**src/hdl/svpwm_duty_compare_gen_unit_defines.svh**
```systemverilog
// Assertion helpers used by the top-level file to check the SVPWM generator.
// Each helper expects clk and arst_n to be visible where it is used.
`ifndef SVPWM_DUTY_COMPARE_GEN_UNIT_DEFINES_SVH
`define SVPWM_DUTY_COMPARE_GEN_UNIT_DEFINES_SVH

// The consequent must hold in the same cycle as the antecedent.
`define SVPWM_ASSERT_SAME(lbl, ante, cons, msg) \
	lbl: assert property (@(posedge clk) disable iff (!arst_n) (ante) |-> (cons)) \
		else $error(msg);

// The consequent must hold in the cycle after the antecedent.
`define SVPWM_ASSERT_NEXT(lbl, ante, cons, msg) \
	lbl: assert property (@(posedge clk) disable iff (!arst_n) (ante) |=> (cons)) \
		else $error(msg);

`endif

```
**src/hdl/svpwm_pkg.sv**
```systemverilog
package svpwm_pkg;

	// Fixed-point format and field widths.
	localparam int FRAC_BITS = 24;
	localparam int WORD_W    = 32;
	localparam int DUTY_W    = FRAC_BITS + 1;
	localparam int HP_W      = 16;
	localparam int CMP_W     = 16;
	localparam int SECTOR_W  = 3;
	localparam int COEF_W    = FRAC_BITS + 2;
	localparam int CFG_IDX_W = 3;

	// Queue between front and back, and the result queue. Depths are powers of two.
	localparam int FQ_DEPTH = 4;
	localparam int FQ_PTR_W = $clog2(FQ_DEPTH);
	localparam int FQ_CNT_W = FQ_PTR_W + 1;
	localparam int OQ_DEPTH = 16;
	localparam int OQ_PTR_W = $clog2(OQ_DEPTH);
	localparam int OQ_CNT_W = OQ_PTR_W + 1;

	// Unity in the working format and in the duty format.
	localparam logic [WORD_W-1:0] ONE_Q    = WORD_W'(64'd1 << FRAC_BITS);
	localparam logic [DUTY_W-1:0] DUTY_ONE = DUTY_W'(64'd1 << FRAC_BITS);

	// Sector numbers.
	localparam logic [SECTOR_W-1:0] SECTOR_0   = SECTOR_W'(0);
	localparam logic [SECTOR_W-1:0] SECTOR_1   = SECTOR_W'(1);
	localparam logic [SECTOR_W-1:0] SECTOR_2   = SECTOR_W'(2);
	localparam logic [SECTOR_W-1:0] SECTOR_3   = SECTOR_W'(3);
	localparam logic [SECTOR_W-1:0] SECTOR_4   = SECTOR_W'(4);
	localparam logic [SECTOR_W-1:0] SECTOR_5   = SECTOR_W'(5);
	localparam logic [SECTOR_W-1:0] SECTOR_MAX = SECTOR_5;

	// Configuration register indexes.
	typedef enum logic [CFG_IDX_W-1:0] {
		REG_DC_GAIN     = 3'd0,
		REG_OFFSET_A    = 3'd1,
		REG_OFFSET_B    = 3'd2,
		REG_OFFSET_C    = 3'd3,
		REG_HALF_PERIOD = 3'd4
	} cfg_reg_t;

	// Configuration as seen by the datapath; the gain is held as its magnitude.
	typedef struct packed {
		logic [WORD_W-1:0] gain_abs;
		logic [WORD_W-1:0] offset_a;
		logic [WORD_W-1:0] offset_b;
		logic [WORD_W-1:0] offset_c;
		logic [HP_W-1:0]   half_period;
	} cfg_regs_t;

	// Classified item handed from the front to the back.
	typedef struct packed {
		logic [WORD_W-1:0]   ag;
		logic [WORD_W-1:0]   bg;
		logic [SECTOR_W-1:0] sector;
		logic                stop;
	} fq_item_t;

	// Queue status seen by the consumer.
	typedef struct packed {
		logic     valid;
		fq_item_t head;
	} fq_stat_t;

	// Per-sector coefficients for T1 (c0, c1) and T2 (c2, c3).
	typedef struct packed {
		logic signed [COEF_W-1:0] c0;
		logic signed [COEF_W-1:0] c1;
		logic signed [COEF_W-1:0] c2;
		logic signed [COEF_W-1:0] c3;
	} coef_set_t;

	// One finished result.
	typedef struct packed {
		logic [DUTY_W-1:0]   duty_a;
		logic [DUTY_W-1:0]   duty_b;
		logic [DUTY_W-1:0]   duty_c;
		logic [CMP_W-1:0]    compare_a;
		logic [CMP_W-1:0]    compare_b;
		logic [CMP_W-1:0]    compare_c;
		logic [SECTOR_W-1:0] sector;
		logic                enabled;
	} out_item_t;

	// Integer square root, used only to build the constants below.
	function automatic logic [63:0] isqrt64(input logic [63:0] n);
		logic [63:0] rem;
		logic [63:0] root;
		logic [63:0] bits;
		rem  = n;
		root = '0;
		bits = 64'd1 << 62;
		for (int i = 0; i < 32; i++) begin
			if (bits > rem) begin
				bits = bits >> 2;
			end
		end
		for (int i = 0; i < 32; i++) begin
			if (bits != 64'd0) begin
				if (rem >= root + bits) begin
					rem  = rem - (root + bits);
					root = (root >> 1) + bits;
				end else begin
					root = root >> 1;
				end
				bits = bits >> 2;
			end
		end
		return root;
	endfunction

	// sqrt(3/2), sqrt(1/2) and sqrt(2), truncated to FRAC_BITS fraction bits.
	localparam logic signed [COEF_W-1:0] K_SQ32 =
		COEF_W'(isqrt64(64'd3 << (2 * FRAC_BITS - 1)));
	localparam logic signed [COEF_W-1:0] K_SQH =
		COEF_W'(isqrt64(64'd1 << (2 * FRAC_BITS - 1)));
	localparam logic signed [COEF_W-1:0] K_SQ2 =
		COEF_W'(isqrt64(64'd1 << (2 * FRAC_BITS + 1)));

	// Coefficient set for a sector.
	function automatic coef_set_t coef_lookup(input logic [SECTOR_W-1:0] s);
		coef_set_t c;
		unique case (s)
			SECTOR_0: c = '{c0: K_SQ32,  c1: -K_SQH,  c2: '0,      c3: K_SQ2};
			SECTOR_1: c = '{c0: -K_SQ32, c1: K_SQH,   c2: K_SQ32,  c3: K_SQH};
			SECTOR_2: c = '{c0: '0,      c1: K_SQ2,   c2: -K_SQ32, c3: -K_SQH};
			SECTOR_3: c = '{c0: '0,      c1: -K_SQ2,  c2: -K_SQ32, c3: K_SQH};
			SECTOR_4: c = '{c0: -K_SQ32, c1: -K_SQH,  c2: K_SQ32,  c3: -K_SQH};
			SECTOR_5: c = '{c0: K_SQ32,  c1: K_SQH,   c2: '0,      c3: -K_SQ2};
			default:  c = '{c0: K_SQ32,  c1: -K_SQH,  c2: '0,      c3: K_SQ2};
		endcase
		return c;
	endfunction

endpackage

```
**src/hdl/svpwm_queue.sv**
```systemverilog
module svpwm_queue import svpwm_pkg::*; (
	input  logic     clk,
	input  logic     arst_n,
	input  logic     push,
	input  fq_item_t push_item,
	input  logic     pop,
	output fq_stat_t stat
);

	fq_item_t            mem_q [FQ_DEPTH];
	logic [FQ_PTR_W-1:0] wr_ptr_q;
	logic [FQ_PTR_W-1:0] rd_ptr_q;
	logic [FQ_CNT_W-1:0] count_q;

	// Pointers and fill level; the producer never pushes into a full queue.
	always_ff @(posedge clk or negedge arst_n) begin
		if (!arst_n) begin
			wr_ptr_q <= '0;
			rd_ptr_q <= '0;
			count_q  <= '0;
		end else begin
			if (push) begin
				wr_ptr_q <= wr_ptr_q + 1'b1;
			end
			if (pop) begin
				rd_ptr_q <= rd_ptr_q + 1'b1;
			end
			count_q <= count_q + FQ_CNT_W'(push) - FQ_CNT_W'(pop);
		end
	end

	// Storage.
	always_ff @(posedge clk) begin
		if (push) begin
			mem_q[wr_ptr_q] <= push_item;
		end
	end

	assign stat.valid = count_q != '0;
	assign stat.head  = mem_q[rd_ptr_q];

endmodule

```
**config.mk**
```make
export PLATFORM = sky130hd
export DESIGN_NAME = svpwm_queue
export DESIGN_NICKNAME = d
export VERILOG_FILES = /design/src/hdl/svpwm_duty_compare_gen_unit_defines.svh /design/src/hdl/svpwm_pkg.sv /design/src/hdl/svpwm_queue.sv
export SDC_FILE = /design/constraint.sdc
export NUM_CORES = 1
export LEC_CHECK = 0
export ABC_AREA = 0
export BUFFER_PORTS_ARGS = -buffer_cell sky130_fd_sc_hd__buf_4
export CAP_MARGIN = 20
export CORE_MARGIN = 5
export CORE_UTILIZATION = 30
export DETAILED_ROUTE_END_ITERATION = 16
export SLEW_MARGIN = 25
export SYNTH_ARGS = -nofsm -noshare
export SYNTH_HDL_FRONTEND = slang
export SYNTH_SLANG_ARGS = --single-unit
```
**constraint.sdc**
```tcl
create_clock -name clk -period 3.91 [get_ports clk]
set_clock_uncertainty 0.15 [all_clocks]
set_input_delay 0.5865 -clock clk [delete_from_list [all_inputs] [get_ports clk]]
set_output_delay 0.5865 -clock clk [all_outputs]
set_load 0.03 [all_outputs]
```
# Yosys cells after proc, flatten, opt, wreduce, memory -nomap -nowiden
# Memory sizes are Yosys's and may differ from the RTL's.
# Cells that the tools add are included.
# Widths: inputs -> output; s select.
# word_totals
input_bits	72
romBits	0
latch_bits	0
n_memories	1
register_bits	7
output_inout_bits	69
word_cells	11
ram_bits	272
# mem_list
name	words	width	rd	rd_ports_with_merged_regs	wr	line_no	rtl
mem_q	4	68	1	0	1	svpwm_queue.sv:10	fq_item_t mem_q [FQ_DEPTH];
# classes
mul	0
n_reduce_logical	1
n_addsub	4
shift	0
magnitude_cmp	0
n_mux	2
div_mod_pow	0
n_eq_ne	0
n_bitwise	0
# ops
cell	n
$add 2x1->2 const B	2
$add 3x1->3	1
$reduce_bool 3->1	1
$sub 3x1->3	1
$mux 1	2

# Longest topological paths before layout
# depth
depth_word	2
mapped_depth	7
depth_no_buf	7

# Worst setup path before layout
# No wires, ideal clock.
# synth_timing
path_type	flip-flop to flip-flop
startpoint	reg wr_ptr_q[0]
endpoint	mem mem_q[0][0] (netlist name) (enable)
t_arrival_ns	2.216
slack_ns	1.111
n_path_buf	0
t_required_ns	3.327
stages_incl_launch_ff	4
setup_time_ns	0.433
period_less_slack_ns	2.799
cell_sequence	dfrtp_1 > inv_1 > ha_1 > and2_1
# synth_rtl
item	line_no	rtl
start, declared	svpwm_queue.sv:11	logic [FQ_PTR_W-1:0] wr_ptr_q;
start signal, assigned	svpwm_queue.sv:23	wr_ptr_q <= wr_ptr_q + 1'b1;
end, declared	svpwm_queue.sv:10	
# Straight into the memory's write port.

==> results_dict.tcl <==
set metrics [dict create \
    max_cap_violations 0 \
    coreArea_um2 33700 \
    crit_type "reg2out" \
    cp-start-kind "register" \
    dieHeight_um 195 \
    final_antenna_net_count 0 \
    drt_iter0_markers 174 \
    final_cell_mix "272 x edfxtp_1, 141 x buf_4, 68 x mux4_2" \
    rows 67 \
    leakage_nw 4.33 \
    cp-end-kind "primary output" \
    vdd_drop_max_v 0.000484 \
    htree_num_levels 1 \
    drive_above_1_share 0.459 \
    n_antenna_cell 0 \
    antenna_found_initial 0 \
    initial_core_util 0.305 \
    p_per_area_nw_per_um2 809 \
    setup_viol 0 \
    cp_common_cell "buf_4" \
    die_w_um 195 \
    port_buffers 140 \
    post_drt_wl_per_cell_um 19.1 \
    ioPinCount 141 \
    grt_pass1_vias 5156 \
    synth.distinct_cells 16 \
    syn_to_final_growth_pct 24.6 \
    numCtsBuffers 29 \
    cp_max_fo 31 \
    cts.clk_slew.worst_paths_ns 0.06 \
    clkSinkCount 279 \
    path_delay_family "buffers and inverters" \
    grt_max_degree 70 \
    max_stage_delay_ns 0.61 \
    post-cts-setup-buffers 0 \
    tightest_slew_ns 0.628 \
    post_cts_resized 0 \
    nets 631 \
    grt_use_total 0.100 \
    syn_area_per_cell_um2 26.4 \
    clockBufferDepth 3 \
    hpwl_um 12000 \
    fin_crit_ns 3.02 \
    seq_area_frac_synth 0.812 \
    grt_setup_unrepaired "no" \
    drc 0 \
    hold_path_class "in2reg" \
    die_area_um2 38000 \
    fin_tns_setup_ns 0 \
    path_buf_inv 2 \
    dp_cells 967 \
    cts_tree "done" \
    fin_crit_sh 0.771 \
    grt_pass1_wl_um 30100 \
    fillers 3095 \
    status "finished, final reports clean" \
    place.gp.congestion 0.678 \
    overflow 0 \
    drt_wl_total_um 19500 \
    root_buffer "clkbuf_16" \
    drv_slew 0 \
    synth_edf_count 272 \
    vias 4506 \
    slowest_stage "mux4_2" \
    path_cells "buf_4, mux4_2, buf_4" \
    power_w 0.0104 \
    ys_ff_latch 279 \
    crit_required_ns 3.17 \
    firstDrtPassIters 4 \
    worstPathArrival_ns 2.28 \
    synth-async-reset-ratio 0.0251 \
    yosys_warnings 0 \
    syn_inst 389 \
    max_freq_mhz 332 \
    finalNonFillerCells 1021 \
    relSlewSlack 0.581 \
    synth-main-ff-cell "edfxtp_1" \
    layout.cells.most_common "edfxtp_1" \
    synth_area_um2 10300 \
    hold_violations 0 \
    clock_latency_ns 0.53 \
    holdBufCountCts 1 \
    vias_per_cell 4.41 \
    synthesis.nets 468 \
]
report_power, final:
| group | switching (W) | total [W] | internal (W) |
|---|---|---|---|
| clock | 0.00108 | 0.00264 | 0.00156 |
| combinational | 0.00209 | 0.00360 | 0.00151 |
| sequential | 0.000202 | 0.00412 | 0.00392 |
| total | 0.00337 | 0.0104 | 0.00699 |
worst reg2reg max path, cell delays in order, from the launching register on:
cell and delay (ns):
dfrtp_1 0.43, inv_1 0.10, ha_1 0.16, and2_4 0.48, buf_16 0.30
final timing paths:
path                       slack (ns)                    start                       to  depth (start not counted)
max reg2reg                      1.93  wr_ptr_q[0]$_DFFE_PN0P_   mem_q[0][45]$_DFFE_PP_                          4
max                              0.89  rd_ptr_q[0]$_DFFE_PN0P_                 stat[48]                          3
min                               0.1            push_item[64]   mem_q[1][64]$_DFFE_PP_                          1
min in group asynchronous        0.26                   arst_n     count_q[0]$_DFF_PN0_                          2
max in group asynchronous        3.21                   arst_n  rd_ptr_q[1]$_DFFE_PN0P_                          2
min reg2reg                      0.34     count_q[2]$_DFF_PN0_     count_q[2]$_DFF_PN0_                          1
cells by family (layout without fill, tap and decap cells):
family,after synthesis,count (layout),synth area share
flip-flops,279,279,0.812
multiplexers,68,68,0.149
buffers and inverters,22,206,0.0211
adder cells (fa/ha/maj),7,7,0.00926
AND/OR/NAND/NOR,7,7,0.00378
XOR/XNOR,5,5,0.00426
AO/OA/AOI/OAI,1,1,0.000487
registers in the layout, summed over array words and instances (netlist names):
register  count
mem_q       272
wr_ptr_q      2
rd_ptr_q      2
count_q       3
Yosys cell counts, drive strengths merged (2+ instances only):
| library cell | count | share of area |
|---|---|---|
| xnor2 | 2 | 0.0017 |
| dfrtp | 7 | 0.017 |
| ha | 6 | 0.0073 |
| and2 | 4 | 0.0024 |
| mux4 | 68 | 0.15 |
| nand2 | 2 | 0.00073 |
| buf | 16 | 0.019 |
| xor2 | 3 | 0.0026 |
| edfxtp | 272 | 0.80 |
| inv | 6 | 0.0022 |
layer usage:
| layer | up-vias | share of wire | global-route usage |
|---|---|---|---|
| li1 | 1990 | - | - |
| met1 | 2364 | 0.39 | 0.123 |
| met2 | 117 | 0.52 | 0.176 |
| met3 | 35 | 0.063 | 0.0246 |
| met4 | 0 | 0.022 | 0.0287 |
| met5 | - | 0 | 0 |
through the flow:
stage	setup WS [ns]	hold slack, ns	util	cell area [µm²]
2_1_floorplan	1.11	0.141	-	10300
3_3_place_gp	1.35	0.256	0.348	11700
3_5_place_dp	1.32	0.261	0.352	11800
4_1_cts	0.730	0.0584	0.379	12800
5_1_grt	0.725	0.0713	0.380	12800
6_report	0.894	0.0985	0.380	12800
area by class of cell:
cell class,instances,area [µm²],area share
clock buffers,35,748,0.0584
clock inverters,17,174,0.0136
inverters,6,22.5,0.00176
multi-input cells,88,1720,0.135
flip-flops and latches,279,8350,0.652
well taps,448,561,0.0438
repair buffers,148,1230,0.0958
(Power assumes the default switching activity.)
