File: src/hdl/svpwm_duty_compare_gen_unit_defines.svh
// Assertion helpers used by the top-level file to check the SVPWM generator.
// Each helper expects clk and arst_n to be visible where it is used.
`ifndef SVPWM_DUTY_COMPARE_GEN_UNIT_DEFINES_SVH
`define SVPWM_DUTY_COMPARE_GEN_UNIT_DEFINES_SVH

// The consequent must hold in the same cycle as the antecedent.
`define SVPWM_ASSERT_SAME(lbl, ante, cons, msg) \
	lbl: assert property (@(posedge clk) disable iff (!arst_n) (ante) |-> (cons)) \
		else $error(msg);

// The consequent must hold in the cycle after the antecedent.
`define SVPWM_ASSERT_NEXT(lbl, ante, cons, msg) \
	lbl: assert property (@(posedge clk) disable iff (!arst_n) (ante) |=> (cons)) \
		else $error(msg);

`endif

File: src/hdl/svpwm_pkg.sv
package svpwm_pkg;

	// Fixed-point format and field widths.
	localparam int FRAC_BITS = 24;
	localparam int WORD_W    = 32;
	localparam int DUTY_W    = FRAC_BITS + 1;
	localparam int HP_W      = 16;
	localparam int CMP_W     = 16;
	localparam int SECTOR_W  = 3;
	localparam int COEF_W    = FRAC_BITS + 2;
	localparam int CFG_IDX_W = 3;

	// Queue between front and back, and the result queue. Depths are powers of two.
	localparam int FQ_DEPTH = 4;
	localparam int FQ_PTR_W = $clog2(FQ_DEPTH);
	localparam int FQ_CNT_W = FQ_PTR_W + 1;
	localparam int OQ_DEPTH = 16;
	localparam int OQ_PTR_W = $clog2(OQ_DEPTH);
	localparam int OQ_CNT_W = OQ_PTR_W + 1;

	// Unity in the working format and in the duty format.
	localparam logic [WORD_W-1:0] ONE_Q    = WORD_W'(64'd1 << FRAC_BITS);
	localparam logic [DUTY_W-1:0] DUTY_ONE = DUTY_W'(64'd1 << FRAC_BITS);

	// Sector numbers.
	localparam logic [SECTOR_W-1:0] SECTOR_0   = SECTOR_W'(0);
	localparam logic [SECTOR_W-1:0] SECTOR_1   = SECTOR_W'(1);
	localparam logic [SECTOR_W-1:0] SECTOR_2   = SECTOR_W'(2);
	localparam logic [SECTOR_W-1:0] SECTOR_3   = SECTOR_W'(3);
	localparam logic [SECTOR_W-1:0] SECTOR_4   = SECTOR_W'(4);
	localparam logic [SECTOR_W-1:0] SECTOR_5   = SECTOR_W'(5);
	localparam logic [SECTOR_W-1:0] SECTOR_MAX = SECTOR_5;

	// Configuration register indexes.
	typedef enum logic [CFG_IDX_W-1:0] {
		REG_DC_GAIN     = 3'd0,
		REG_OFFSET_A    = 3'd1,
		REG_OFFSET_B    = 3'd2,
		REG_OFFSET_C    = 3'd3,
		REG_HALF_PERIOD = 3'd4
	} cfg_reg_t;

	// Configuration as seen by the datapath; the gain is held as its magnitude.
	typedef struct packed {
		logic [WORD_W-1:0] gain_abs;
		logic [WORD_W-1:0] offset_a;
		logic [WORD_W-1:0] offset_b;
		logic [WORD_W-1:0] offset_c;
		logic [HP_W-1:0]   half_period;
	} cfg_regs_t;

	// Classified item handed from the front to the back.
	typedef struct packed {
		logic [WORD_W-1:0]   ag;
		logic [WORD_W-1:0]   bg;
		logic [SECTOR_W-1:0] sector;
		logic                stop;
	} fq_item_t;

	// Queue status seen by the consumer.
	typedef struct packed {
		logic     valid;
		fq_item_t head;
	} fq_stat_t;

	// Per-sector coefficients for T1 (c0, c1) and T2 (c2, c3).
	typedef struct packed {
		logic signed [COEF_W-1:0] c0;
		logic signed [COEF_W-1:0] c1;
		logic signed [COEF_W-1:0] c2;
		logic signed [COEF_W-1:0] c3;
	} coef_set_t;

	// One finished result.
	typedef struct packed {
		logic [DUTY_W-1:0]   duty_a;
		logic [DUTY_W-1:0]   duty_b;
		logic [DUTY_W-1:0]   duty_c;
		logic [CMP_W-1:0]    compare_a;
		logic [CMP_W-1:0]    compare_b;
		logic [CMP_W-1:0]    compare_c;
		logic [SECTOR_W-1:0] sector;
		logic                enabled;
	} out_item_t;

	// Integer square root, used only to build the constants below.
	function automatic logic [63:0] isqrt64(input logic [63:0] n);
		logic [63:0] rem;
		logic [63:0] root;
		logic [63:0] bits;
		rem  = n;
		root = '0;
		bits = 64'd1 << 62;
		for (int i = 0; i < 32; i++) begin
			if (bits > rem) begin
				bits = bits >> 2;
			end
		end
		for (int i = 0; i < 32; i++) begin
			if (bits != 64'd0) begin
				if (rem >= root + bits) begin
					rem  = rem - (root + bits);
					root = (root >> 1) + bits;
				end else begin
					root = root >> 1;
				end
				bits = bits >> 2;
			end
		end
		return root;
	endfunction

	// sqrt(3/2), sqrt(1/2) and sqrt(2), truncated to FRAC_BITS fraction bits.
	localparam logic signed [COEF_W-1:0] K_SQ32 =
		COEF_W'(isqrt64(64'd3 << (2 * FRAC_BITS - 1)));
	localparam logic signed [COEF_W-1:0] K_SQH =
		COEF_W'(isqrt64(64'd1 << (2 * FRAC_BITS - 1)));
	localparam logic signed [COEF_W-1:0] K_SQ2 =
		COEF_W'(isqrt64(64'd1 << (2 * FRAC_BITS + 1)));

	// Coefficient set for a sector.
	function automatic coef_set_t coef_lookup(input logic [SECTOR_W-1:0] s);
		coef_set_t c;
		unique case (s)
			SECTOR_0: c = '{c0: K_SQ32,  c1: -K_SQH,  c2: '0,      c3: K_SQ2};
			SECTOR_1: c = '{c0: -K_SQ32, c1: K_SQH,   c2: K_SQ32,  c3: K_SQH};
			SECTOR_2: c = '{c0: '0,      c1: K_SQ2,   c2: -K_SQ32, c3: -K_SQH};
			SECTOR_3: c = '{c0: '0,      c1: -K_SQ2,  c2: -K_SQ32, c3: K_SQH};
			SECTOR_4: c = '{c0: -K_SQ32, c1: -K_SQH,  c2: K_SQ32,  c3: -K_SQH};
			SECTOR_5: c = '{c0: K_SQ32,  c1: K_SQH,   c2: '0,      c3: -K_SQ2};
			default:  c = '{c0: K_SQ32,  c1: -K_SQH,  c2: '0,      c3: K_SQ2};
		endcase
		return c;
	endfunction

endpackage

File: src/hdl/svpwm_cfg.sv
module svpwm_cfg import svpwm_pkg::*; (
	input  logic                 clk,
	input  logic                 arst_n,
	input  logic                 cfg_valid,
	output logic                 cfg_ready,
	input  logic [CFG_IDX_W-1:0] cfg_index,
	input  logic [WORD_W-1:0]    cfg_data,
	output cfg_regs_t            cfg
);

	cfg_regs_t cfg_q;
	logic      cfg_write;

	// Writes are always taken.
	assign cfg_ready = 1'b1;
	assign cfg_write = cfg_valid && cfg_ready;
	assign cfg       = cfg_q;

	// Register file; the gain is stored as its wrapped magnitude, unknown indexes are ignored.
	always_ff @(posedge clk or negedge arst_n) begin
		if (!arst_n) begin
			cfg_q.gain_abs    <= ONE_Q;
			cfg_q.offset_a    <= '0;
			cfg_q.offset_b    <= '0;
			cfg_q.offset_c    <= '0;
			cfg_q.half_period <= '0;
		end else if (cfg_write) begin
			unique case (cfg_reg_t'(cfg_index))
				REG_DC_GAIN: begin
					cfg_q.gain_abs <= cfg_data[WORD_W-1] ? (~cfg_data + 1'b1) : cfg_data;
				end
				REG_OFFSET_A:    cfg_q.offset_a    <= cfg_data;
				REG_OFFSET_B:    cfg_q.offset_b    <= cfg_data;
				REG_OFFSET_C:    cfg_q.offset_c    <= cfg_data;
				REG_HALF_PERIOD: cfg_q.half_period <= cfg_data[HP_W-1:0];
				default: begin
				end
			endcase
		end
	end

endmodule

File: config.mk
export PLATFORM = sky130hd
export DESIGN_NAME = svpwm_cfg
export DESIGN_NICKNAME = d
export VERILOG_FILES = /design/src/hdl/svpwm_duty_compare_gen_unit_defines.svh /design/src/hdl/svpwm_pkg.sv /design/src/hdl/svpwm_cfg.sv
export SDC_FILE = /design/constraint.sdc
export NUM_CORES = 1
export LEC_CHECK = 0
export ABC_AREA = 0
export BUFFER_PORTS_ARGS = -buffer_cell sky130_fd_sc_hd__buf_2
export CAP_MARGIN = 15
export CORE_ASPECT_RATIO = 2
export CORE_MARGIN = 3
export CORE_UTILIZATION = 51
export CTS_CLUSTER_DIAMETER = 150
export DETAILED_ROUTE_END_ITERATION = 6
export PLACE_DENSITY = 0.79
export SLEW_MARGIN = 10
export SYNTH_ARGS = -nofsm -noshare
export SYNTH_HDL_FRONTEND = slang
export SYNTH_SLANG_ARGS = --single-unit
File: constraint.sdc
create_clock -name clk -period 1.2 [get_ports clk]
set_clock_uncertainty 0.2 [all_clocks]
set_input_delay 0.24 -clock clk [delete_from_list [all_inputs] [get_ports clk]]
set_output_delay 0.24 -clock clk [all_outputs]
set_load 0.005 [all_outputs]
# After elaboration in Yosys (flattened, before gate mapping)
# Index checks and enable logic that the tools add are counted.
# word_totals
ff_bits,144
input_bits,38
out_inout_bits,145
word_cells,18
# op_classes
addsub,1
eq_ne,4
mux,1
n_bitwise,1
reduce_logical,6
# ops
operator,count
32-bit by 1-bit adder with 32-bit output (second input constant),1
32-bit two-way mux,1
32-bit inverter,1
2-bit AND reduction,5
3-bit by 2-bit == test with 1-bit output (second input constant),2
3-bit by 1-bit == test with 1-bit output (second input constant),1
3-bit == test (second input constant),1
3-bit zero test,1

# Logic depth before layout (Yosys ltp)
# depth
depth_word,3
ltp_mapped,7
ltp_nobuf,7

# Least setup slack after synthesis
# Ideal clock, no wire load.
# synth_timing
path_type,input port to flip-flop
startpoint,in cfg_data[12]
endpoint,reg cfg_q (netlist bit cfg[131])
setup_time_ns,0.129
arrival_ns,1.704
t_required_ns,0.871
setup_slack_ns,-0.833
path_stages,6
n_path_buf,1
cell_sequence,buf_2 or4_1 or4_1 o21ai_0 xor2_1 o21ai_1
# synth_between
elab_chain_cells,3
# synth_rtl
element,line_no,text
"start, declared",svpwm_cfg.sv:7,"input logic [WORD_W-1:0] cfg_data,"
32-bit inverter,svpwm_cfg.sv:30,cfg_q.gain_abs <= cfg_data[WORD_W-1] ? (~cfg_data + 1'b1) : cfg_data;
32-bit by 1-bit adder with 32-bit output,svpwm_cfg.sv:30,
32-bit two-way mux,svpwm_cfg.sv:30,
"end, declared",svpwm_cfg.sv:11,cfg_regs_t cfg_q;
# Every way passes these cells.
# A chain may end at the register's enable or synchronous reset.

# Final worst setup path
# layout_timing
startpoint,in cfg_data[1]
endpoint,reg cfg_q (netlist bit cfg[134])
# The elaborated chain is that of the path after synthesis.

==> summary.md <==
| Metric | Value |
|---|---|
| Placed insts | 824 |
| Fraction of layout cells with a size suffix above 1 | around 72% |
| RSZ-0062 raised after global routing | true |
| Number of buffers created by CTS | 17 |
| Final setup viols | 285 |
| Syn_area_per_cell | roughly 13 µm² |
| Cells after synthesis | 453 |
| Post-synth EDFFs | 0 |
| Status | complete, but fails checks |
| Crit path time final | ~2 ns |
| Top_reg_cell synth | dfrtp_1 |
| Die X-Extent | 82.8 µm |
| Iteration-0 DRC count of the detailed router | 730 |
| Worst vdd ir | 1.63 mV |
| I/O pin total | 183 |
| Post-Syn Area | 6020 µm² |
| Routed wire length | roughly 34000 µm |
| Async SR Flop Fraction | 100% |
| Critical path class | in2reg |
| Max Cap Violations | 0 |
| Layout overhead on the synthesized area | 82.8% |
| Pwr dens | between 1500 and 2000 nW/µm² |
| Worst-path cell chain | buf_8 > inv_6 > ha_4 > nor3b_4 > buf_6 > nand4b_4 > o41ai_4 > xor2_2 > o21ai_0 |
| CTS tree | built |
| Synth Area in Compound Gates | 6.05% |
| Startpoint types | input pin |
| Synth warnings | 0 |
| Final std cells w/o fill | 1033 |
| Worst-path fanout max | 5 |
| Slowest stage delay, CP | 0.43 ns |
| Initial antenna violation count | 2 |
| Num Clock Sinks | 144 |
| Die area | roughly 13000 µm² |
| Via count | 6805 |
| Crit end category | flop |
| Mux contribution to synthesized area | between 20% and 30% |
| Post-Synth Simple-Gate Area | 7.00% |
| First-pass GRT wire length | ~38000 µm |
| Clk buf depth | 2 |
| Commonest non-fill, non-tap cells in the layout | 189 x buf_4, 165 x buf_2, 143 x dfrtp_1, 85 x mux2_4, 46 x buf_6 |
| Fin crit share | 167% |
| # nets final | 916 |
| Antenna viol nets, final | 0 |
| WP data arrival | 2.12 ns |
| Fmax achieved | between 400 and 500 MHz |
| Core area | 11400 µm² |
| Max Slew Vio Count | 0 |
| DR vias/cell | 6.59 |
| Final worst setup slack | -0.804 ns |
| CTS root buf | clkbuf_16 |
| Count of different cell masters after synthesis | 45 |
| Max reg flops | 144 |
| Largest net degree at the start of global routing | 31 |
| Post-synthesis adder-cell area fraction | 0.208% |
| Syn Nets | 492 |
| Worst skew pair latency | 0.44 ns |
| CP max stage cell | o41ai_4 |
| Post-DP HPWL | 13000 µm |
| Largest family of logic cells by synthesized area | multiplexers |
| Worst EP required | 1.32 ns |
| Rows | 55 |
| CTS H-tree lvls | 4 |
| Final Hold Viols | 4 |
| Placer Congestion | 0.860 |
| 1st-pass router iterations | 6 |
| Register area share after synthesis | between 50% and 60% |
| Port Buf Inserts | 181 |
| Clk pin slew, worst setup/hold paths | approximately 0.070 ns |
| Die H | around 160 µm |
| Number of global-route vias before repair | 6329 |
| DRC | 0 |
| Hold Path Class | in2reg |
| Leading cell type in the layout, fill and taps excluded | buf_4 |
| Total GRT Usage | 37.8% |
| Grt ovf | 0 |
| Routed len/inst | 33.2 µm |
| Xor-xnor portion of the synthesized cell area | 4.07% |
| Hold Slack | -0.0183 ns |
| Initial core utilization | 52.7% |
| Violated checks | hold timing, setup timing |
| DP Worst Slack | -1.02 ns |
| Seq cells post-synth | 144 |
| Static leakage | 5.60 nW |
==> critical path, delay by kind of cell <==
kind                       cells  cell delay [ns]
adders and majority gates      1             0.13
xor gates and xnor gates       1             0.21
buffers and inverters          3             0.33
and+or+nand+nor                2             0.46
AOI/OAI and AO/OA              2             0.75
==> synth_stat cells, types with 3 or more instances <==
| cell type | count | area, µm² |
|---|---|---|
| buf_2 | 3 | 15.0 |
| dfrtp_1 | 143 | 3580 |
| o31ai_1 | 8 | 60.1 |
| nor4_1 | 3 | 18.8 |
| o21ai_0 | 35 | 175 |
| buf_1 | 4 | 15.0 |
| o21ai_1 | 4 | 20.0 |
| clkbuf_1 | 21 | 78.8 |
| mux2_2 | 109 | 1230 |
| nor3_1 | 4 | 20.0 |
| or4_1 | 4 | 30.0 |
| or3_1 | 3 | 18.8 |
| xor2_1 | 23 | 201 |
| nor2_1 | 8 | 30.0 |
| nand2_1 | 38 | 143 |
| xnor2_1 | 5 | 43.8 |
| o41ai_1 | 5 | 43.8 |
==> what timing repair did <==
| item | 4_1_cts | 5_1_grt |
|---|---|---|
| buffers inserted | 86 | 89 |
| hold buffers | 6 | 0 |
| pin swaps | 38 | 40 |
| resized for setup | 118 | 74 |
| endpoints found under the setup margin | 269 | 273 |
| hold endpoints to repair | 159 | 0 |
| gates cloned | 10 | 1 |
==> per-stage QoR <==
step | power, W | cell area, µm² | TNS, ns | hold slack [ns] | utilization, %
floorplan | 0.00811 | 6650 | -40.76 | -0.256 | -
global placement | 0.00983 | 8180 | -75.02 | -0.0692 | 71.6
detailed placement | 0.0100 | 8180 | -80.72 | -0.0706 | 71.6
CTS | 0.0165 | 10200 | -45.86 | -0.000859 | 89.6
global route | 0.0187 | 11000 | -67.38 | -0.00925 | 96.4
finish | 0.0184 | 11000 | -63.18 | -0.0183 | 96.4
==> metal layers <==
layer | GRT usage (%) | wire length, µm
met4 | 26.9 | 4440
met1 | 39.6 | 10100
met2 | 66.1 | 16400
met5 | 0 | 7
met3 | 7.80 | 3400
==> worst paths after layout <==
path	startpoint	end	slack, ns	depth (start not counted)
max	cfg_data[1]	cfg[134]	-0.80	9
min	cfg_data[1]	cfg[49]	-0.02	3
max reg2reg	cfg[140]	cfg[140]	-0.16	4
min reg2reg	cfg[29]	cfg[29]	0.32	1
max in group asynchronous	arst_n	cfg[136]	0.19	3
min in group asynchronous	arst_n	cfg[70]	0.06	2
==> final cells by class <==
| class | instances | area [µm²] |
|---|---|---|
| clock buffers | 20 | 437 |
| multi-input cells | 278 | 3220 |
| repair buffers | 433 | 3370 |
| clock inverters | 12 | 183 |
| diodes | 1 | 2.50 |
| fillers | 222 | 414 |
| inverters | 3 | 21.3 |
| well taps | 142 | 178 |
| flip-flops and latches | 144 | 3600 |
==> cell families after synthesis <==
family,Yosys count
AO/OA/AOI/OAI,60
XOR/XNOR,28
adder cells (fa/ha/maj),1
buffers and inverters,33
flip-flops,144
multiplexers,110
other,1
AND/OR/NAND/NOR,76
==> report_power, final <==
| group | switching (W) | total, W | internal, W |
|---|---|---|---|
| sequential | 0.000836 | 0.00675 | 0.00592 |
| clock | 0.00233 | 0.00583 | 0.00350 |
| combinational | 0.00253 | 0.00579 | 0.00326 |
(Power assumes the default switching activity.)
